<file path="config.mk">
export PLATFORM = sky130hd
export DESIGN_NAME = gmp_div
export DESIGN_NICKNAME = d
export VERILOG_FILES = /design/src/hdl/gmp_div.sv
export SDC_FILE = /design/constraint.sdc
export NUM_CORES = 1
export LEC_CHECK = 0
export ABC_AREA = 0
export CORE_MARGIN = 2
export CORE_UTILIZATION = 40
export CTS_CLUSTER_DIAMETER = 200
export DETAILED_ROUTE_END_ITERATION = 10
export DONT_BUFFER_PORTS = 1
export GPL_TIMING_DRIVEN = 1
export PLACE_DENSITY = 0.55
export SLEW_MARGIN = 20
export SYNTH_ARGS = -nofsm -noshare
export SYNTH_HDL_FRONTEND = slang
export SYNTH_SLANG_ARGS = --single-unit
</file>
<file path="constraint.sdc">
create_clock -name i_clk -period 4.5 [get_ports i_clk]
set_input_delay 0.45 -clock i_clk [delete_from_list [all_inputs] [get_ports i_clk]]
set_output_delay 0.45 -clock i_clk [all_outputs]
set_load 0.005 [all_outputs]
</file>
<file path="src/hdl/gmp_div.sv">
// Restoring divider, one quotient bit per cycle
module gmp_div #(
    parameter int NW = 40,
    parameter int DW = 9
) (
    input  logic          i_clk,
    input  logic          i_rst_n,
    input  logic          i_start,
    input  logic [NW-1:0] i_num,
    input  logic [DW-1:0] i_den,
    output logic          o_done,
    output logic [NW-1:0] o_quot
);

    localparam int CW = $clog2(NW + 1);

    logic          r_busy;
    logic          r_done;
    logic [CW-1:0] r_cnt;
    logic [NW-1:0] r_quo;
    logic [DW-1:0] r_rem;
    logic [DW-1:0] r_den;

    logic [DW:0]   shifted;
    logic          fits;
    logic [DW:0]   diff;

    always_comb begin
        shifted = {r_rem, r_quo[NW-1]};
        fits = shifted >= {1'b0, r_den};
        diff = shifted - {1'b0, r_den};
    end

    always_ff @(posedge i_clk) begin
        if (!i_rst_n) begin
            r_busy <= 1'b0;
            r_done <= 1'b0;
            r_cnt <= '0;
        end else begin
            r_done <= r_busy && (r_cnt == CW'(1));
            if (i_start) begin
                r_busy <= 1'b1;
                r_cnt <= CW'(NW);
            end else if (r_busy) begin
                r_cnt <= r_cnt - CW'(1);
                if (r_cnt == CW'(1)) begin
                    r_busy <= 1'b0;
                end
            end
        end
    end

    always_ff @(posedge i_clk) begin
        if (i_start) begin
            r_quo <= i_num;
            r_rem <= '0;
            r_den <= i_den;
        end else if (r_busy) begin
            r_quo <= {r_quo[NW-2:0], fits};
            r_rem <= fits ? diff[DW-1:0] : shifted[DW-1:0];
        end
    end

    assign o_done = r_done;
    assign o_quot = r_quo;

endmodule

</file>
# --- Yosys cells after proc, flatten, opt, wreduce, memory -nomap -nowiden ---
# Cells that the tools add are included.
word_totals:
  regBits: 66
  in_bits: 52
  elab_cells: 23
op_classes:
  n_addsub: 2
  magnitude_cmp: 1
  eq_ne: 1
  mux: 8
  n_bitwise: 1
  n_reduce_logical: 3
op_table:
  columns: ["operator", "count"]
  rows:
  - ["2-to-1 mux 40 bit", 2]
  - ["2-to-1 mux 6 bit", 2]
  - [">= comparator 10 x 9 -> 1 bit", 1]
  - ["2-to-1 mux 9 bit", 1]
  - ["subtractor 9 bit", 1]
  - ["== test 6 x 1 -> 1 bit, second input constant", 1]
  - ["subtractor 6 x 1 -> 6 bit, second input constant", 1]
  - ["2-to-1 mux 1 bit", 3]
  - ["nonzero test 2 bit", 1]
  - ["OR reduction 2 bit", 1]
  - ["logical AND 1 bit", 1]
  - ["NOT 1 bit", 1]

# --- Depth between registers and ports, before layout ---
depth:
  ltp_word: 4
  ltp_mapped: 10

# --- Worst setup path after synthesis ---
# OpenSTA, ideal clock, no wires.
synth_path:
  path_kind: "in2reg"
  startpoint: "input i_start"
  endpoint: "register r_quo[0], in the netlist o_quot[0], enable pin"
  setup_time_ns: 0.394
  t_arrival_ns: 1.916
  slack_ns: 2.190
  path_stages: 4
  path_buffers: 2
  path_cell_list: "clkbuf_1 > clkbuf_1 > nor2_1 > inv_1"
synth_via:
  elab_chain_len: 1
synth_rtl:
  columns: ["element", "line", "rtl"]
  rows:
  - ["start: declaration", "8", "input logic i_start,"]
  - ["nonzero test 2 bit (no line)", null, null]
  - ["end signal: assignment", "55", "r_quo <= i_num;"]
  - ["end signal: assignment", "59", "r_quo <= {r_quo[NW-2:0], fits};"]
  - ["end: declaration", "20", "logic [NW-1:0] r_quo;"]
# No other way between the ends.
# A chain may end at the register's enable or synchronous reset.

# --- Worst setup path after layout ---
layout_path:
  startpoint: "register r_quo[39], in the netlist o_quot[39]"
  endpoint: "register r_rem[1]"
layout_via:
  elab_chain_len: 2
layout_rtl:
  columns: ["element", "line", "rtl"]
  rows:
  - ["subtractor 9 bit or >= comparator 10 x 9 -> 1 bit (tied branches)", "31, 30", null]
  - ["2-to-1 mux 9 bit (*)", "60", "r_rem <= fits ? diff[DW-1:0] : shifted[DW-1:0];"]
  - ["end signal: assignment", "60", null]
  - ["end: declaration", "21", "logic [DW-1:0] r_rem;"]
# Every way passes the cells marked *; elsewhere a longest branch is shown, timed or not.

==> flow_metrics.py <==
metrics = {
    "status": {
        "status": "finished clean",
    },
    "worst_setup_path": {
        "r2r-start": "o_quot[39]$_DFFE_PP_",
        "rr_endpoint": "r_rem[1]$_SDFFE_PP0P_",
        "crit_fanout": 14,
        "critPathCapture": "r_rem[1]$_SDFFE_PP0P_",
        "cp-end-kind": "register",
        "crit_type": "reg -> reg",
        "reg2reg_depth": 9,
        "critical_path_required_ns": 4.70,
        "start_kind": "register",
        "r2r_slack_ns": 1.96,
        "worstSetupStartpoint": "o_quot[39]$_DFFE_PP_",
        "crit_arrival_ns": 2.73,
    },
    "timing": {
        "setup_ws_ns": 1.96,
        "tns_ns": 0,
        "hold_violations": 0,
        "slew-limit-headroom": 0.652,
        "setup-violations-final": 0,
        "drv_slew": 0,
        "clock_skew_ns": 0.0115,
        "min_period_ns": 2.54,
        "rsz0062_at_grt": "no",
        "period_share": 0.564,
        "worst_slew_pin_slew_ns": 0.522,
        "fmax_ghz": 0.394,
    },
    "routing": {
        "drt_wl_total_mm": 5.78,
        "ant_nets": 0,
        "vias": 1800,
        "drc_errors": 0,
        "first_pass_iters": 4,
        "drt-initial-drc-count": 92,
        "via_per_inst": 5.26,
        "wire_per_inst_microns": 16.9,
    },
    "clocking": {
        "clk_pin_slew_ns": 0.08,
        "cts_hold_buf": 0,
        "htree_levels": 3,
        "cts_buffers": 9,
        "clock_path_buffers": 2,
        "tritoncts": "built",
        "cts_resized": 0,
        "cts_sinks": 66,
        "post-cts-setup-buffers": 0,
        "clk_latency_ns": 0.34,
        "root_buffer": "clkbuf_8",
    },
    "grt": {
        "track_usage": 0.144,
        "grt_pass1_vias": 1874,
        "grt_pass1_wl_mm": 9.38,
        "overflow": 0,
        "antenna_found_initial": 0,
        "grt_max_degree": 61,
    },
    "floorplan": {
        "rows": 32,
        "core_sq_um": 7690,
        "initial_utilization": 0.410,
        "die_area_sq_um": 8600,
        "ioPinCount": 93,
        "die_x_microns": 92.8,
        "die_height_microns": 92.8,
    },
    "synth": {
        "yosysSeqAreaShare": 0.575,
        "syn_nets": 296,
        "ys_ff_latch": 66,
        "yosysWarnings": 0,
        "synthCells": 232,
        "ys.flop_type": "edfxtp_1",
        "synth_area_sq_um": 3150,
        "synth_area_per_cell_sq_um": 13.6,
        "synth_edf_count": 49,
        "ys_types": 44,
        "async_flop_share": 0,
    },
    "layout": {
        "nets": 299,
        "drive_gt1_frac": 0.263,
        "layout_commonest_cell": "edfxtp_1",
        "n_antenna_cell": 0,
        "mostFrequentLayoutCells": "edfxtp_1 (49), mux2_2 (39), dfxtp_1 (17)",
        "area_delta_synth_final_pct": 8.90,
    },
    "place": {
        "dpl.hpwl_mm": 4.03,
        "port_buffers": 0,
        "routabilityCongestion": 0.753,
        "dpl_worst_slack_ns": 1.95,
    },
    "hold_path": {
        "hold_path.class": "in -> reg",
        "holdCritStartpoint": "i_den[0]",
    },
    "power": {
        "power.leakage_nw": 1.25,
        "p_per_area_nw_per_um2": 407,
        "ir_drop_uv": 212,
    },
    "job": {
        "drv_cap": 0,
    },
}
## how the worst min path moves through the flow
stage	end	slack [ns]	cells after the start
2_1_floorplan	r_rem[8]$_SDFFE_PP0P_	0.43	2
3_3_place_gp	r_rem[8]$_SDFFE_PP0P_	0.44	2
3_5_place_dp	r_rem[8]$_SDFFE_PP0P_	0.46	2
4_1_cts	r_rem[0]$_SDFFE_PP0P_	0.17	1
5_1_grt	r_den[0]$_DFFE_PP_	0.17	0
6_report	r_den[0]$_DFFE_PP_	0.20	0
## Yosys cell counts, types with 2 or more instances
| library cell | n | area (sq um) |
|---|---|---|
| nor2_1 | 12 | 45.0 |
| dfxtp_1 | 17 | 340 |
| nand2_1 | 11 | 41.3 |
| o2111ai_1 | 2 | 17.5 |
| inv_1 | 15 | 56.3 |
| o211ai_1 | 2 | 15.0 |
| a32oi_1 | 3 | 26.3 |
| mux2_2 | 39 | 439 |
| nor4_1 | 2 | 12.5 |
| o21ai_0 | 4 | 20.0 |
| a21oi_1 | 4 | 20.0 |
| xor2_1 | 6 | 52.6 |
| a211oi_1 | 4 | 30.0 |
| ha_1 | 11 | 138 |
| nor2b_1 | 3 | 18.8 |
| xnor2_1 | 4 | 35.0 |
| edfxtp_1 | 49 | 1470 |
| o21a_1 | 2 | 15.0 |
| nand2b_1 | 2 | 12.5 |
| clkbuf_1 | 7 | 26.3 |
| o311ai_0 | 2 | 17.5 |
| o31ai_1 | 3 | 22.5 |
| mux2i_1 | 3 | 30.0 |
| buf_6 | 2 | 22.5 |
| nand3_1 | 4 | 20.0 |
## power by group
group	internal [W]	switching, W	total [W]	leakage, nW
clock	0.000257	0.000234	0.000491	0.0905
combinational	0.0000733	0.0000716	0.000145	0.530
sequential	0.000719	0.0000424	0.000762	0.630
## layer usage
metal / track usage / share of wire
met1: 0.178 / 0.43
met3: 0.0635 / 0.088
met5: 0 / 0
met4: 0.0662 / 0.017
met2: 0.217 / 0.47
## layout make-up
class                      count  area [sq um]
fill                         718          4260
sequential                    66          1810
multi-input combinational    142          1230
clock buffer                  10           128
tap                          102           128
clock inverter                 6          66.3
inverter                      15          56.3
timing repair buffer           1          7.51
## per-stage QoR
stage	utilization	hold WS, ns	total power (W)	instances	instance area, sq um
3_5_place_dp	0.421	0.457	0.000922	326	3240
4_1_cts	0.446	0.168	0.00142	342	3430
6_report	0.446	0.197	0.00140	342	3430
3_3_place_gp	0.421	0.442	0.000922	326	3240
2_1_floorplan	-	0.426	0.000892	232	3150
5_1_grt	0.446	0.167	0.00146	342	3430
## flip-flops by register name, indices dropped and copies added (netlist names)
name    count
o_quot     40
r_rem       9
r_den       9
r_busy      1
o_done      1
r_cnt       6
## cell families after synthesis
logic type	synth area share
adder cells (fa/ha/maj)	0.0500
buffers and inverters	0.0334
XOR/XNOR	0.0278
flip-flops	0.575
AO/OA/AOI/OAI	0.102
AND/OR/NAND/NOR	0.0628
multiplexers	0.149
## worst max-delay path: stages, from the launching register on
cell      delay [ns]
edfxtp_1        0.47
inv_1           0.09
ha_1            0.17
inv_1           0.06
fa_1            0.42
a211oi_2        0.29
o21ai_2         0.14
a31oi_4         0.43
mux2i_1         0.26
a211oi_1        0.09
No activity file was read; power rests on OpenSTA's default activity.
