`config.mk`:
```
export PLATFORM = sky130hd
export DESIGN_NAME = gmp_cell
export DESIGN_NICKNAME = d
export VERILOG_FILES = /design/src/hdl/gmp_pkg.sv /design/src/hdl/gmp_cell.sv
export SDC_FILE = /design/constraint.sdc
export NUM_CORES = 1
export LEC_CHECK = 0
export BUFFER_PORTS_ARGS = -buffer_cell sky130_fd_sc_hd__buf_4
export CELL_PAD_IN_SITES_DETAIL_PLACEMENT = 1
export CELL_PAD_IN_SITES_GLOBAL_PLACEMENT = 2
export CORE_UTILIZATION = 38
export CTS_CLUSTER_SIZE = 8
export DETAILED_ROUTE_END_ITERATION = 8
export PLACE_DENSITY_LB_ADDON = 0.05
export SLEW_MARGIN = 40
export SYNTH_ARGS = -nofsm -noshare
export SYNTH_HDL_FRONTEND = slang
export SYNTH_SLANG_ARGS = --single-unit
```
`constraint.sdc`:
```
create_clock -name i_clk -period 14.3 [get_ports i_clk]
set_input_delay 3.575 -clock i_clk [delete_from_list [all_inputs] [get_ports i_clk]]
set_output_delay 3.575 -clock i_clk [all_outputs]
set_load 0.02 [all_outputs]
```
`src/hdl/gmp_pkg.sv`:
```
// Types and constants of the greedy minutiae pairing block
package gmp_pkg;

    localparam int MAX_MINUTIAE = 256;
    localparam int COORD_BITS   = 14;
    localparam int DIR_W        = 8;
    localparam int D2_W         = 2 * COORD_BITS + 1;
    localparam int RADIUS_W     = 10;
    localparam int RADIUS_RESET = 10;
    localparam int FOLD_W       = 8;
    localparam int FOLD_SQ_W    = 15;
    localparam int FULL_TURN    = 360;
    localparam int HALF_TURN    = 180;
    localparam int Q_SHIFT      = 16;

    localparam logic [1:0] MODE_LOAD_FIRST  = 2'd0;
    localparam logic [1:0] MODE_LOAD_SECOND = 2'd1;
    localparam logic [1:0] MODE_COMPARE     = 2'd2;

    typedef struct packed {
        logic [1:0]  mode;
        logic [13:0] x_pos;
        logic [13:0] y_pos;
        logic [7:0]  direction;
        logic [3:0]  finger_first;
        logic [3:0]  finger_second;
    } t_item;

    typedef struct packed {
        logic [8:0]  count_first;
        logic [8:0]  count_second;
        logic [8:0]  common_count;
        logic [16:0] ratio_q16;
        logic [17:0] mean_distance_q8;
        logic [15:0] rms_angle_q8;
        logic        overflow;
    } t_result;

    typedef struct packed {
        logic                  valid;
        logic [COORD_BITS-1:0] x;
        logic [COORD_BITS-1:0] y;
    } t_query;

    typedef struct packed {
        logic             valid;
        logic             found;
        logic [D2_W-1:0]  d2;
        logic [DIR_W-1:0] dir;
    } t_best;

    typedef enum logic [3:0] {
        ST_IDLE,
        ST_PASS,
        ST_READ,
        ST_QUERY,
        ST_WAIT,
        ST_DSQRT,
        ST_RATIO,
        ST_MEAN,
        ST_ADIV,
        ST_ASQRT,
        ST_OUT
    } t_state;

endpackage

```
`src/hdl/gmp_cell.sv`:
```
// One second-set minutia cell of the nearest-neighbor search chain
module gmp_cell #(
    parameter int IDX_W    = 8,
    parameter int CNT_W    = 9,
    parameter int CELL_IDX = 0
) (
    input  logic                           i_clk,
    input  logic                           i_rst_n,
    input  logic                           i_wr_en,
    input  logic [IDX_W-1:0]               i_wr_idx,
    input  logic [gmp_pkg::COORD_BITS-1:0] i_wr_x,
    input  logic [gmp_pkg::COORD_BITS-1:0] i_wr_y,
    input  logic [gmp_pkg::DIR_W-1:0]      i_wr_dir,
    input  logic [CNT_W-1:0]               i_fill,
    input  logic                           i_clr,
    input  logic                           i_mark_en,
    input  logic [IDX_W-1:0]               i_mark_idx,
    input  gmp_pkg::t_query                i_query,
    output gmp_pkg::t_query                o_query,
    input  gmp_pkg::t_best                 i_best,
    input  logic [IDX_W-1:0]               i_best_idx,
    output gmp_pkg::t_best                 o_best,
    output logic [IDX_W-1:0]               o_best_idx
);

    localparam logic [IDX_W-1:0] MY_IDX = IDX_W'(CELL_IDX);
    localparam logic [CNT_W-1:0] MY_CNT = CNT_W'(CELL_IDX);
    localparam int CW = gmp_pkg::COORD_BITS;

    logic [CW-1:0]                 r_x;
    logic [CW-1:0]                 r_y;
    logic [gmp_pkg::DIR_W-1:0]     r_dir;
    logic                          r_paired;
    gmp_pkg::t_query               r_query;
    logic [gmp_pkg::D2_W-1:0]      r_d2;
    logic                          r_elig;
    gmp_pkg::t_best                r_best;
    logic [IDX_W-1:0]              r_best_idx;

    logic [CW-1:0]                 dx;
    logic [CW-1:0]                 dy;
    logic [gmp_pkg::D2_W-1:0]      d2;
    logic                          take;
    gmp_pkg::t_best                n_best;
    logic [IDX_W-1:0]              n_best_idx;

    always_comb begin
        dx = (i_query.x > r_x) ? i_query.x - r_x : r_x - i_query.x;
        dy = (i_query.y > r_y) ? i_query.y - r_y : r_y - i_query.y;
        d2 = gmp_pkg::D2_W'(dx) * gmp_pkg::D2_W'(dx) + gmp_pkg::D2_W'(dy) * gmp_pkg::D2_W'(dy);
    end

    // best arrives in the cycle after the query: r_d2 lines up with i_best
    always_comb begin
        take = i_best.valid && r_elig && (!i_best.found || (r_d2 < i_best.d2));
        n_best = i_best;
        n_best_idx = i_best_idx;
        if (take) begin
            n_best.found = 1'b1;
            n_best.d2 = r_d2;
            n_best.dir = r_dir;
            n_best_idx = MY_IDX;
        end
    end

    always_ff @(posedge i_clk) begin
        if (!i_rst_n) begin
            r_paired <= 1'b0;
            r_query <= '0;
            r_best <= '0;
        end else begin
            if (i_clr) begin
                r_paired <= 1'b0;
            end else if (i_mark_en && (i_mark_idx == MY_IDX)) begin
                r_paired <= 1'b1;
            end
            r_query <= i_query;
            r_best <= n_best;
        end
    end

    always_ff @(posedge i_clk) begin
        if (i_wr_en && (i_wr_idx == MY_IDX)) begin
            r_x <= i_wr_x;
            r_y <= i_wr_y;
            r_dir <= i_wr_dir;
        end
        r_d2 <= d2;
        r_elig <= (MY_CNT < i_fill) && !r_paired;
        r_best_idx <= n_best_idx;
    end

    assign o_query = r_query;
    assign o_best = r_best;
    assign o_best_idx = r_best_idx;

endmodule

```
# Yosys cells after proc, flatten, opt, wreduce, memory -nomap -nowiden
# Cells that the tools add are included.
[classes] addsub=5 multipliers=2 n_lt_le_gt_ge=4 mux=3 bitwise=1 reduce_logical=11
[op_table] operator="$mul 14x14->28" n=2
[op_table] operator="$sub 14x14->14" n=4
[op_table] operator="$mux 38" n=1
[op_table] operator="$add 28x28->29" n=1
[op_table] operator="$lt 29x29->1" n=1
[op_table] operator="$gt 14x14->1" n=2
[op_table] operator="$mux 14" n=2
[op_table] operator="$logic_not 8->1" n=2
[op_table] operator="$lt 1x9->1 const A" n=1
[op_table] operator="$logic_and 1x1->1" n=5
[op_table] operator="$logic_not 1->1" n=2
[op_table] operator="$reduce_or 2->1" n=1
[op_table] operator="$logic_or 1x1->1" n=1
[op_table] operator="$not 1->1" n=1
[word_totals] reg_bits=143 input_bits=142 out_inout_bits=76 wordCells=40

# Logic depth before layout (Yosys ltp)
[logic_depth] word_depth=4 depth_mapped=41 depth_no_buf=38

# Least setup slack after synthesis
# Ideal clock, no wire load.
[synth_timing] path_kind="input to register" start="input i_query[14] in the netlist's numbering" end="register r_d2[28] in the netlist's numbering" setup_time_ns=0.062 arrival_ns=11.688 t_required_ns=14.238 slack_ns=2.550 cell_stages=37 path_buffers=2 cell_sequence="inv_1 -> ha_1 -> inv_1 -> fa_1 -> a21o_1 -> a21oi_1 -> o21a_1 -> a211o_1 -> buf_2 -> buf_4 -> nor2_1 -> a221o_1 -> a31o_2 -> xor2_1 -> nand2_1 -> fa_1 -> fa_1 -> inv_1 -> fa_1 -> inv_1 -> fa_1 -> inv_1 -> fa_1 -> fa_1 -> inv_1 -> fa_1 -> inv_1 -> ha_1 -> a21o_1 -> a21oi_1 -> o21ai_0 -> nor2_1 -> a21oi_1 -> o21ai_0 -> a21oi_1 -> or4_1 -> nand3_1"
[synth_via] elab_chain_len=4 elab_cells_between_ends=6 classes_between="add/sub: 3; mul: 1; order compare: 1; mux: 1"
[synth_lines] element="start, declared" line="gmp_cell.sv:18" source="input gmp_pkg::t_query i_query,"
[synth_lines] element="$sub 14x14->14 / $gt 14x14->1 (equally long branches)" line="gmp_cell.sv:48" source="dx = (i_query.x > r_x) ? i_query.x - r_x : r_x - i_query.x;"
[synth_lines] element="$mux 14 (*)" line="gmp_cell.sv:48"
[synth_lines] element="$mul 14x14->28 (*)" line="gmp_cell.sv:50" source="d2 = gmp_pkg::D2_W'(dx) * gmp_pkg::D2_W'(dx) + gmp_pkg::D2_W'(dy) * gmp_pkg::D2_W'(dy);"
[synth_lines] element="$add 28x28->29 (*)" line="gmp_cell.sv:50"
[synth_lines] element="net d2, one bit" line="gmp_cell.sv:42" source="logic [gmp_pkg::D2_W-1:0] d2;"
[synth_lines] element="end signal, assigned" line="gmp_cell.sv:88" source="r_d2 <= d2;"
[synth_lines] element="end, declared" line="gmp_cell.sv:35" source="logic [gmp_pkg::D2_W-1:0] r_d2;"
# Mark *: on every way through the listed nets, which the timed path passes. The rest lies on a longest branch.
# A chain may end at the register's enable or synchronous reset.

# Worst setup path after layout
[layout_timing] start="input i_query[23] in the netlist's numbering" end="register r_d2[28] in the netlist's numbering"
# Same word-level chain as after synthesis.

==> results.cfg <==
[status]
run_status = complete, no violations

[die]
dieWidth_microns = 224
die_height_microns = 224
die_area_sq_um = 50000
rows = 80
initial_core_util_pct = 38.8
fp.coreArea_sq_um = 48000
ios = 218

[worst_setup_path]
r2r_cells = 30
crit_path_frequent_cell = fa_1
critPathArrivalTime_ns = 12.78
cp-start-kind = input port
crit_start = i_query[23]
max_stage_delay_ns = 0.56
crit-reg2reg-capture = r_d2[28]$_DFF_P_
cp.required_ns = 14.71
cp_slowest_cell = a211o_2
crit_type = in2reg
reg2reg_from = r_x[9]$_DFFE_PP_
ff2ff_setup_slack_ns = 4.78
crit_fanout = 24
end_kind = flop

[synthesis]
ys_seq_area_share_pct = 17.3
syn-num-nets = 2689
synthDistinctLibCells = 70
syn_inst = 2035
synth-edff-count = 36
syn_area_sq_um = 18700
yosysTopAreaCellShare_pct = 31.6
synthFlopType = dfxtp_1
ys_warn_count = 0
synth-seq-cells = 143
ys_top_cells_by_area = fa_1, ha_1, dfxtp_1
synth_top_area_cell = fa_1
async_reset_ff_share_pct = 0
post_synth.cell_area_avg_sq_um = 9.17

[global_routing]
antenna_found_initial = 0
grt-ovfl-total = 0
grt_pass1_wl_microns = 87300
grt_usage_pct = 23.0
grt_pass1_vias = 15385
grt_max_degree = 102

[clock_tree]
cts.repair.resized = 0
cts_tree = built
ctsRootBufferMaster = clkbuf_16
clkLatencyLatePin_ns = 0.48
clockBufferDepth = 2
cts.sinks = 143
ctsHoldBuffers = 0
cts_buffers = 17
postCtsSetupRepairBufs = 0
clk_pin_slew_ns = 0.06
cts_htree_levels = 4

[route]
wirelength_microns = 54600
avgViaCountPerCell = 4.83
drt_first_pass_iters = 5
drcViolationCount = 0
wl_per_cell_microns = 19.0
ant_nets = 0
via_count = 13896
first_iter_violations = 566

[sta]
maxSlewHeadroom_pct = 48.5
clock.fmax_mhz = 80.9
setup_viol = 0
finalHoldViolations = 0
worst_slew_pin_slew_ns = 0.772
slew_violations = 0
min_period_over_period_pct = 86.5
fin_tns_setup_ns = 0
skew_ns = 0.0191
rsz0062_at_grt = no
layout_min_cycle_time_ns = 12.36

[layout]
drive_above_1_share_pct = 14.9
nNetsFinal = 2901
final.fill_count = 5553
fin_util_pct = 45.1
seqCellArea_sq_um = 3220
synthToLayoutAreaGrowth_pct = 16.1
multi_input_area_sq_um = 13300
diodes = 0

[worst_hold_path]
min_to = o_best[28]$_SDFF_PN0_
hold_class = reg2reg
hold_depth = 2
hp-start = r_d2[20]$_DFF_P_

[placement]
globalplace.congestion = 0.860
io_buffer_count = 217
hpwl_microns = 47600

[run]
maxCapViolations = 0
-- Yosys cell counts, types with 13 or more instances --
master	number
ha_1	217
nor3_1	15
inv_1	499
nor2_1	153
a21oi_1	66
nand2b_1	27
mux2i_1	16
a21o_1	42
clkbuf_1	27
fa_1	295
o21ai_0	76
and2_1	43
buf_2	24
edfxtp_1	36
xor2_1	17
nand3_1	46
dfxtp_1	107
nand2_1	136
inv_2	13
xnor2_1	30
-- sequential cells by signal (all words and copies together) (netlist names) --
signal,cells
r_x,14
o_best,39
r_elig,1
r_d2,29
r_dir,8
o_best_idx,8
r_y,14
r_paired,1
o_query,29
-- final cells by class --
cell class                 count  area share (%)
tap                          615            3.55
multi-input combinational   1321            61.4
clock inverter                14           0.537
inverter                     514            8.91
timing repair buffer         250            8.68
sequential                   143            14.9
clock buffer                  18            2.08
-- stage by stage --
| stage | cell area, sq um | worst slack (ns) | instances | hold WS, ns |
|---|---|---|---|---|
| finish | 21700 | 1.94 | 2875 | 0.461 |
| global route | 21700 | 1.34 | 2875 | 0.500 |
| CTS | 21700 | 1.90 | 2875 | 0.478 |
| detailed placement | 21100 | 1.39 | 2843 | 0.470 |
| global placement | 21100 | 1.38 | 2843 | 0.464 |
| floorplan | 18700 | 2.55 | 2035 | 0.389 |
-- worst max-delay path by stage --
stage | end | slack, ns
global placement | r_d2[28]$_DFF_P_ | 1.38
detailed placement | r_d2[28]$_DFF_P_ | 1.39
CTS | r_d2[28]$_DFF_P_ | 1.90
global route | r_d2[28]$_DFF_P_ | 1.34
finish | r_d2[28]$_DFF_P_ | 1.94
floorplan | r_d2[28]$_DFF_P_ | 2.55
-- worst max-delay path, delay by kind of cell --
family	cells	cell delay, ns
adders and majority gates	9	4.41
AOI/OAI and AO/OA	11	2.96
buffers and inverters	6	0.35
xor gates and xnor gates	1	0.44
muxes	1	0.15
and+or+nand+nor	4	0.89
-- cell families after synthesis --
family / Yosys count / synth area share [%]
adder cells (fa/ha/maj): 512 / 46.2
AO/OA/AOI/OAI: 249 / 8.39
multiplexers: 21 / 1.16
AND/OR/NAND/NOR: 480 / 11.9
XOR/XNOR: 59 / 3.31
flip-flops: 143 / 17.3
buffers and inverters: 571 / 11.8
-- cell usage in the layout, fill, tap and decap left out, types with 18 or more instances in the layout --
cell,netlist,layout
and2_1,43,43
ha_1,217,217
nand2_1,136,136
fa_1,295,295
nor2_1,153,153
dfxtp_1,107,107
o21ai_0,76,76
nand3_1,46,46
a21o_1,42,42
edfxtp_1,36,36
clkbuf_16,0,18
inv_1,499,499
buf_4,4,249
nand2b_1,27,27
a21oi_1,66,66
xnor2_1,30,27
-- routing by layer --
layer | global-route usage, % | routed length (microns)
met1 | 31.6 | 26200
met2 | 36.9 | 24900
met3 | 4.81 | 2700
met4 | 5.74 | 824
met5 | 0 | 0
Power is left out: the tool's default activity adds up to more than one toggle a clock period on the data nets, which glitch-free logic cannot reach.
