$ cat src/hdl/gmp_sqrt.sv
// Restoring integer square root, two radicand bits per cycle
module gmp_sqrt #(
    parameter int SW = 46
) (
    input  logic            i_clk,
    input  logic            i_rst_n,
    input  logic            i_start,
    input  logic [SW-1:0]   i_rad,
    output logic            o_done,
    output logic [SW/2-1:0] o_root
);

    localparam int RW = SW / 2;
    localparam int CW = $clog2(RW + 1);

    logic          r_busy;
    logic          r_done;
    logic [CW-1:0] r_cnt;
    logic [SW-1:0] r_rad;
    logic [RW+1:0] r_rem;
    logic [RW-1:0] r_root;

    logic [RW+1:0] rem2;
    logic [RW+1:0] trial;
    logic          fits;

    always_comb begin
        rem2 = {r_rem[RW-1:0], r_rad[SW-1:SW-2]};
        trial = {r_root, 2'b01};
        fits = rem2 >= trial;
    end

    always_ff @(posedge i_clk) begin
        if (!i_rst_n) begin
            r_busy <= 1'b0;
            r_done <= 1'b0;
            r_cnt <= '0;
        end else begin
            r_done <= r_busy && (r_cnt == CW'(1));
            if (i_start) begin
                r_busy <= 1'b1;
                r_cnt <= CW'(RW);
            end else if (r_busy) begin
                r_cnt <= r_cnt - CW'(1);
                if (r_cnt == CW'(1)) begin
                    r_busy <= 1'b0;
                end
            end
        end
    end

    always_ff @(posedge i_clk) begin
        if (i_start) begin
            r_rad <= i_rad;
            r_rem <= '0;
            r_root <= '0;
        end else if (r_busy) begin
            r_rad <= {r_rad[SW-3:0], 2'b00};
            r_rem <= fits ? rem2 - trial : rem2;
            r_root <= {r_root[RW-2:0], fits};
        end
    end

    assign o_done = r_done;
    assign o_root = r_root;

endmodule

$ cat config.mk
export PLATFORM = sky130hd
export DESIGN_NAME = gmp_sqrt
export DESIGN_NICKNAME = d
export VERILOG_FILES = /design/src/hdl/gmp_sqrt.sv
export SDC_FILE = /design/constraint.sdc
export NUM_CORES = 1
export LEC_CHECK = 0
export BUFFER_PORTS_ARGS = -buffer_cell sky130_fd_sc_hd__clkbuf_2
export CORE_MARGIN = 2
export CORE_UTILIZATION = 52
export DETAILED_ROUTE_END_ITERATION = 7
export PLACE_DENSITY = 0.84
export SETUP_SLACK_MARGIN = 0.2
export SYNTH_ARGS = -nofsm -noshare
export SYNTH_HDL_FRONTEND = slang
export SYNTH_SLANG_ARGS = --single-unit
$ cat constraint.sdc
create_clock -name i_clk -period 2.7 [get_ports i_clk]
set_input_delay 0.27 -clock i_clk [delete_from_list [all_inputs] [get_ports i_clk]]
set_output_delay 0.27 -clock i_clk [all_outputs]
set_load 0.02 [all_outputs]
== Word level (Yosys, flattened, before mapping) ==
Index checks and enable logic that the tools add are counted.
Storage, ports and cells
  register bits after elaboration: 99
  output and inout bits: 24
Cells by class
  add/subtract/negate cells: 2
  order comparisons: 1
  eq/ne operators: 1
  muxes and demuxes: 8
  bitwise logic cells: 1
  reductions and logical operators: 3
Operator list (count)
  46-bit two-way mux: 2
  25-bit greater-or-equal comparator: 1
  23-bit two-way mux: 1
  23-bit subtractor: 1
  5-bit two-way mux: 2
  5-bit by 1-bit equality test with 1-bit output, second input constant: 1
  5-bit by 1-bit subtractor with 5-bit output, second input constant: 1
  1-bit two-way mux: 3
  2-bit nonzero test: 1
  2-bit OR reduction: 1
  1-bit logical AND: 1
  1-bit inverter: 1

== Longest topological paths before layout ==
Gate-level depths: netlist of the first run.
  word-level depth: 4
  depth in mapped cells: 12
  mapped depth without buffers: 9

== Worst setup path before layout of the first run ==
Ideal clock, no wire load.
  path type: register to register
  start: register r_root[0] (netlist: o_root[0])
  end: register r_rem[9]
  arrival: 2.569 ns
  setup slack: 0.045 ns
  stages on the path, launching flop included: 12
  buffers on the path: 2
  cell sequence: dfxtp_1 -> inv_1 -> ha_1 -> or3_1 -> a221o_2 -> a22oi_4 -> a211oi_2 -> or2_1 -> buf_6 -> buf_12 -> mux2i_1 -> a211oi_1
Between the ends
  longest elaborated chain between the ends: 2
RTL lines
  start, declared: line 21  | logic [RW-1:0] r_root;
  start signal, assigned: line 60  | r_root <= {r_root[RW-2:0], fits};
  23-bit subtractor or 25-bit greater-or-equal comparator (tied branches): line 59, 30
  23-bit two-way mux (*): line 59  | r_rem <= fits ? rem2 - trial : rem2;
  end signal, assigned: line 59
  end, declared: line 20  | logic [RW+1:0] r_rem;
Mark *: on every way between the ends. The rest lies on a longest branch, timed or not.
A chain may end at the register's enable or synchronous reset.

== Final worst setup path of the first run ==
  start: register r_rem[2]
  end: register r_rem[9]
Between the ends
  longest elaborated chain between the ends: 2
RTL lines (line)
  23-bit subtractor or 25-bit greater-or-equal comparator (tied branches): 59, 30
  23-bit two-way mux (*): 59
Marks and branches as above.

==> out/results.tsv, run 1 <==
stage	metric	value	unit
synthesis	Synth area leader	edfxtp_1	
clocking	H-tree depth	3	
die	Cell Rows	37	
finish	ANT cells	0	
synthesis	ys flop type	dfxtp_1	
worst_setup_path	Reg2Reg Depth	9	
routing	vias	4181	
worst_hold_path	Hold Startpoint	i_rad[0]	
status	run status	finished clean	
synthesis	synth warn	0	
power	Sw Share	0.421	
synthesis	area share of the largest cell type after synthesis	0.254	
routing	# DRC	0	
global_routing	largest net degree at the start of global routing	49	
power	Int Power	0.00451	W
timing	RSZ-0062 raised after global routing	true	
flow_run	# Max-Cap Violations	0	
worst_setup_path	start point of the critical path	r_rem[2]$_SDFFE_PP0P_	
routing	Initial DRC Count	231	
worst_setup_path	data required time of the worst path	2.99	ns
worst_setup_path	R2R Setup Slk	0.20	ns
global_routing	Global Route Usage Sum	0.209	
finish	layout cell share with drive strength beyond 1	0.346	
die	Die W	106	um
clocking	# clock sinks	99	
worst_setup_path	crit path capture type	flop	
finish	Nets	675	
clocking	CTS buffer count	9	
synthesis	part of the Yosys area used for sequential elements	0.448	
clocking	buffer type at the clock tree root	clkbuf_8	
power	VDD IR-drop max	1020	uV
die	die area	11300	sq um
worst_setup_path	r2r endpoint	r_rem[9]$_SDFFE_PP0P_	
worst_setup_path	Worst Path Arrival	2.78	ns
synthesis	FF+latch count, synth	99	
timing	Tcrit/Tclk final	0.925	
routing	wire per inst	16.0	um
synthesis	cell area after synthesis	5450	sq um
global_routing	global-route wire length before repair	19.1	mm
synthesis	Synth Instances	523	
timing	relative max-transition margin	0.634	
worst_setup_path	RR Startpoint	r_rem[2]$_SDFFE_PP0P_	
place	RD Place Congestion	0.884	
place	dpl hpwl	8.19	mm
power	clock share of power	0.118	
worst_hold_path	hold depth	2	
timing	final hold violation count	0	
finish	commonest non-fill, non-tap cell in the layout	clkbuf_2	
power	pwr/cell area	1220	nW/um^2
finish	most frequent cells in the layout	clkbuf_2, nor2_1, edfxtp_1	
worst_setup_path	Worst setup SP type	flop	
power	Final Total Pwr	0.00780	W
synthesis	async set-reset flop share out of synthesis	0	
worst_hold_path	hold crit path type	input port to flop	
clocking	Reg clk slew, reported paths	0.10	ns
worst_hold_path	WHS Endpoint	r_rad[0]$_SDFFCE_PN0P_	
finish	area grow syn2layout	17.7	%
power	register share of total power	0.251	
synthesis	Cell variety after synth	59	
worst_setup_path	WS Path Type	flop to flop	
timing	setup violators final	0	
power	power share of the combinational group	0.631	
routing	vias per inst	5.65	
timing	Fin Setup TNS	0	ns
timing	max-slew violation count	0	
die	die height	106	um
clocking	Worst-Skew Late Latency	0.38	ns
die	Ports	73	
synthesis	Avg Inst Size Synth	10.4	sq um
routing	Routed Antenna Nets	0	
synthesis	EDFF count, synth	46	
clocking	CTS tree	done	
place	pre-CTS setup slack	0.108	ns
global_routing	grt ovf	0	
worst_setup_path	crit path max fanout	6	
global_routing	vias in the first global route	4159	
timing	clock skew	0.0108	ns
timing	final worst setup slack	0.204	ns
routing	Total Routed Length	11.8	mm
timing	Worst Max-Slew Pin Slew	0.549	ns
clocking	clk buf depth	2	
global_routing	initial antenna violation count	0	
die	core footprint	10200	sq um
die	initial core utilization	0.532	
timing	min Tclk post-route	2.50	ns
timing	fmax	401	MHz
place	I/O Buffers	72	
synthesis	Net Count, Synth	599	
synthesis	top post-synthesis cells by area	edfxtp_1, dfxtp_1, mux2_2	
power	Pleak	2.62	nW
power	Sw Pwr	0.00328	W
finish	fill count	833	
routing	DR pass1 iterations	5	
-- power by group through the flow --
| stage | Sequential, W | Clock (W) | Combinational [W] |
|---|---|---|---|
| 5_1_grt | 0.00198 | 0.000995 | 0.00529 |
| 4_1_cts | 0.00194 | 0.000947 | 0.00422 |
| 3_5_place_dp | 0.00197 | 0 | 0.00407 |
| 6_report | 0.00196 | 0.000918 | 0.00492 |
| 3_3_place_gp | 0.00196 | 0 | 0.00392 |
| 2_1_floorplan | 0.00193 | 0 | 0.00329 |
-- cell families (layout without fill, tap and decap cells) --
logic type      Yosys count  in the layout  synth area share
simple gates            131            131             0.117
compound gates          104            104             0.135
flops                    99             99             0.448
mux                      77             77             0.152
buf+inv                  62            143            0.0491
fa+ha+maj                27             27            0.0620
xor+xnor                 23             23            0.0370
-- worst max-delay path, cell delays in order (launching register included) --
cell and delay, ns:
dfxtp_1 0.42, ha_2 0.35, o211a_1 0.15, a221o_2 0.38
a22oi_4 0.17, a211oi_4 0.09, or2_4 0.29, buf_6 0.15
mux2i_1 0.12, a211oi_1 0.27
-- how the worst max path moves through the flow --
stage / to / slack, ns / cells past startpoint
global route: r_rem[9]$_SDFFE_PP0P_ / 0.13 / 10
global placement: r_rem[5]$_SDFFE_PP0P_ / 0.20 / 10
CTS: r_rem[5]$_SDFFE_PP0P_ / 0.15 / 10
detailed placement: r_rem[5]$_SDFFE_PP0P_ / 0.11 / 10
floorplan: r_rem[9]$_SDFFE_PP0P_ / 0.20 / 12
finish: r_rem[9]$_SDFFE_PP0P_ / 0.20 / 9
-- cell usage after synthesis, drive strengths merged (2+ instances only) --
cell	n
a22oi	5
a31oi	2
nand4b	2
and2	5
dfxtp	53
mux2	44
ha	27
nor2	55
clkbuf	21
a21o	10
nor4	2
a21oi	22
nor3	7
nor3b	3
xor2	12
inv	31
nand4	6
a211oi	13
a2111o	2
buf	10
a311oi	4
mux2i	33
edfxtp	46
a41oi	2
and3	4
nand3	4
o31ai	5
and4	2
nand2	28
nand2b	6
xnor2	11
o21bai	3
o21ai	19
o21a	9
-- metrics by stage --
stage | util | cells | hold WS [ns] | instance area, sq um
after detailed placement | 0.584 | 716 | 0.475 | 5980
after CTS | 0.605 | 733 | 0.142 | 6190
after global placement | 0.584 | 716 | 0.448 | 5980
after global routing | 0.627 | 740 | 0.166 | 6410
final | 0.627 | 740 | 0.161 | 6410
after floorplan | - | 523 | 0.387 | 5460
-- layout make-up --
class / instances / area [sq um] / area share
repair buffers: 96 / 577 / 0.0900
well taps: 136 / 170 / 0.0265
clock buffers: 9 / 124 / 0.0193
flip-flops and latches: 99 / 2460 / 0.383
inverters: 31 / 119 / 0.0185
clock inverters: 7 / 57.6 / 0.00898
multi-input cells: 362 / 2910 / 0.453
-- routing by layer --
layer,vias to the layer above,global-route usage,share of wire
met5,-,0,0
met4,0,0.0827,0.026
met3,28,0.0650,0.066
met2,137,0.363,0.51
met1,1971,0.240,0.39
li1,2045,-,-
-- flip-flops by register name, summed over array words and instances (netlist names) --
| signal | count |
|---|---|
| r_rad | 46 |
| o_root | 23 |
| r_busy | 1 |
| r_cnt | 5 |
| r_rem | 23 |
| o_done | 1 |
-- what timing repair did --
action,CTS,global route
setup endpoints to repair,17,23
setup buffers,1,6
gates cloned,0,1
hold endpoints to repair,0,0
pin swaps,4,13
gates resized for setup,6,39
hold buffers,0,0
Power figures use the tool's default switching activity.
==> run 2: changes to the inputs <==
--- a/config.mk
+++ b/config.mk
@@ -7,9 +7,9 @@
 export LEC_CHECK = 0
 export BUFFER_PORTS_ARGS = -buffer_cell sky130_fd_sc_hd__clkbuf_2
 export CORE_MARGIN = 2
-export CORE_UTILIZATION = 52
+export CORE_UTILIZATION = 55
 export DETAILED_ROUTE_END_ITERATION = 7
-export PLACE_DENSITY = 0.84
+export PLACE_DENSITY = 0.85
 export SETUP_SLACK_MARGIN = 0.2
 export SYNTH_ARGS = -nofsm -noshare
 export SYNTH_HDL_FRONTEND = slang
==> constraint.sdc (replaced) <==
create_clock -name i_clk -period 2.6 [get_ports i_clk]
set_input_delay 0.26 -clock i_clk [delete_from_list [all_inputs] [get_ports i_clk]]
set_output_delay 0.26 -clock i_clk [all_outputs]
set_load 0.02 [all_outputs]
==> run 2 against run 1 <==
  * Hold slack worse by 0.016 ns
  * Clock skew increased by 0.0010 ns
  * Routed wire length is 2.4% higher
  * Sequential power is 5% higher
  * Flip-flop and latch count did not move
  * Critical endpoint is now r_rem[18]$_SDFFE_PP0P_
  * Largest power group unchanged
  * Count of clock-buffer cells in the layout unchanged
  * Critical path depth up 1
  * Critical path type unchanged
  * Register-to-register slack got worse by 0.05 ns
  * Fmax up 1.9%
  * Design area is 2.0% higher
  * Via count rose by 2.4%
  * Core utilization is 4.9 points higher
==> out/results.tsv, run 2 (synthesis results as in run 1) <==
stage	metric	value	unit	change
place	dpl hpwl	8.02	mm	-2.0%
finish	layout cell share with drive strength beyond 1	0.358		+0.0122
clocking	Worst-Skew Late Latency	0.39	ns	about the same
clocking	clk buf depth	2		unchanged
worst_hold_path	hold crit path type	input port to flop		
flow_run	# Max-Cap Violations	0		unchanged
die	Ports	73		unchanged
clocking	# clock sinks	99		unchanged
global_routing	global-route wire length before repair	19.6	mm	+2.7%
worst_setup_path	delay of the slowest cell on the worst path	0.40	ns	-0.02 ns
worst_setup_path	crit path max-delay cell type	dfxtp_1		
worst_setup_path	crit path capture type	flop		
global_routing	vias in the first global route	4166		+0.17%
status	run status	finished clean		
routing	Total Routed Length	12.1	mm	+2.4%
global_routing	Global Route Usage Sum	0.221		+0.0117
routing	vias	4282		+2.4%
global_routing	largest net degree at the start of global routing	70		+43%
timing	Tcrit/Tclk final	0.942		+0.0180
die	die area	10700	sq um	-5.3%
clocking	buffer type at the clock tree root	clkbuf_8		
routing	Initial DRC Count	194		-16%
power	pwr/cell area	1260	nW/um^2	+3.9%
power	Pleak	2.66	nW	+1.4%
global_routing	initial antenna violation count	0		unchanged
clocking	H-tree depth	3		unchanged
clocking	# hold bufs at CTS	0		unchanged
finish	Cell Count, Final, Fillers Out	736		-0.54%
timing	final hold violation count	0		unchanged
worst_setup_path	WS Path Type	flop to flop		
worst_setup_path	data required time of the worst path	2.86	ns	-0.13 ns
timing	Fin Setup TNS	0	ns	unchanged
timing	Worst Max-Slew Pin Slew	0.556	ns	+0.00758 ns
routing	Routed Antenna Nets	0		unchanged
global_routing	grt ovf	0		unchanged
worst_setup_path	Worst Path Arrival	2.71	ns	-0.07 ns
finish	Nets	674		-0.15%
worst_setup_path	cell class contributing the biggest share of worst-path delay	simple AND/OR/NAND/NOR gates		
timing	max-slew violation count	0		unchanged
die	Die W	104	um	-2.7%
finish	Largest register FFs	46		unchanged
finish	Biggest register	r_rad		
die	die height	104	um	-2.7%
routing	# DRC	0		unchanged
place	placed instance count	714		-0.28%
routing	vias per inst	5.82		+3.0%
clocking	CTS buffer count	9		unchanged
die	Cell Rows	36		-2.7%
timing	clock skew	0.0118	ns	+0.00102 ns
worst_setup_path	Worst Path Buf+Inv	2		+1
timing	RSZ-0062 raised after global routing	true		
worst_setup_path	CP Cell Sequence	inv_1 > ha_4 > and3_1 > and2_1 > a21oi_2 > a211oi_2 > nor2_1 > buf_4 > nor4_4 > o31ai_1		
timing	setup violators final	0		unchanged
worst_setup_path	crit path max fanout	9		+3
clocking	CTS tree	done		
timing	min Tclk post-route	2.45	ns	-0.0457 ns
place	I/O Buffers	72		unchanged
worst_setup_path	Worst setup SP type	flop		
routing	wire per inst	16.5	um	+2.9%
finish	commonest non-fill, non-tap cell in the layout	clkbuf_2		
power	VDD IR-drop max	670	uV	-34%
routing	DR pass1 iterations	5		unchanged
place	RD Place Congestion	0.896		+1.4%
finish	most frequent cells in the layout	clkbuf_2, nor2_1, edfxtp_1		
die	core footprint	9680	sq um	-5.3%
timing	fmax	408	MHz	+1.9%
timing	relative max-transition margin	0.629		-0.00505
worst_setup_path	R2R Setup Slk	0.15	ns	-0.05 ns
finish	area grow syn2layout	20.1	%	
die	initial core utilization	0.563		+0.0301
clocking	Reg clk slew, reported paths	0.11	ns	about the same
finish	ANT cells	0		unchanged
[run 2: changes by cell type in the layout (fill, tap and decap cells not counted), sizes merged]
cell,before,now
inv,35,36
clkinvlp,1,0
bufinv,0,1
clkbuf,81,80
clkinv,2,1
[run 2: stage by stage]
step	total power, W	utilization	setup WS [ns]	hold slack (ns)	instance area, sq um
floorplan	0.00547	-	0.164	0.377	5500
global placement	0.00612	0.622	0.174	0.442	6030
detailed placement	0.00624	0.622	0.0297	0.461	6030
CTS	0.00765	0.658	0.186	0.133	6370
global route	0.00873	0.676	0.0526	0.137	6540
finish	0.00827	0.676	0.150	0.145	6540
[run 2: final timing paths]
kind,from,end,depth (start not counted)
max,o_root[17]$_SDFFE_PP0P_,r_rem[18]$_SDFFE_PP0P_,10
min,i_rad[0],r_rad[0]$_SDFFCE_PN0P_,2
max reg2reg,o_root[17]$_SDFFE_PP0P_,r_rem[18]$_SDFFE_PP0P_,10
min reg2reg,r_rem[21]$_SDFFE_PP0P_,r_rem[21]$_SDFFE_PP0P_,2
[run 2: routing by layer]
| metal | GRT usage | wire, um |
|---|---|---|
| met5 | 0 | 0 |
| met3 | 0.0554 | 870 |
| met1 | 0.262 | 4800 |
| met4 | 0.0792 | 424 |
| met2 | 0.389 | 6030 |
[run 2: power breakdown]
group	internal (W)	total (W)	switching, W
Clock	0.000480	0.00111	0.000629
Combinational	0.00239	0.00510	0.00272
Sequential	0.00187	0.00205	0.000183
Total	0.00474	0.00827	0.00353
[run 2: timing repair]
item,CTS,global route
setup endpoints to repair,20,24
setup buffers,2,4
gates resized for setup,22,27
pin swaps,5,10
cloned,0,0
[run 2: worst register-to-register path, cell delays in order (launching register included)]
cell	delay, ns
dfxtp_1	0.40
inv_1	0.09
ha_4	0.30
and3_1	0.19
and2_1	0.24
a21oi_2	0.11
a211oi_2	0.24
nor2_1	0.13
buf_4	0.20
nor4_4	0.33
o31ai_1	0.10
[run 2: cell type report]
| class | instances | area (sq um) |
|---|---|---|
| sequential | 99 | 2470 |
| timing repair buffer | 95 | 572 |
| tap | 133 | 166 |
| clock inverter | 7 | 97.6 |
| multi-input combinational | 362 | 3000 |
| clock buffer | 9 | 124 |
| fill | 719 | 3140 |
| inverter | 31 | 116 |
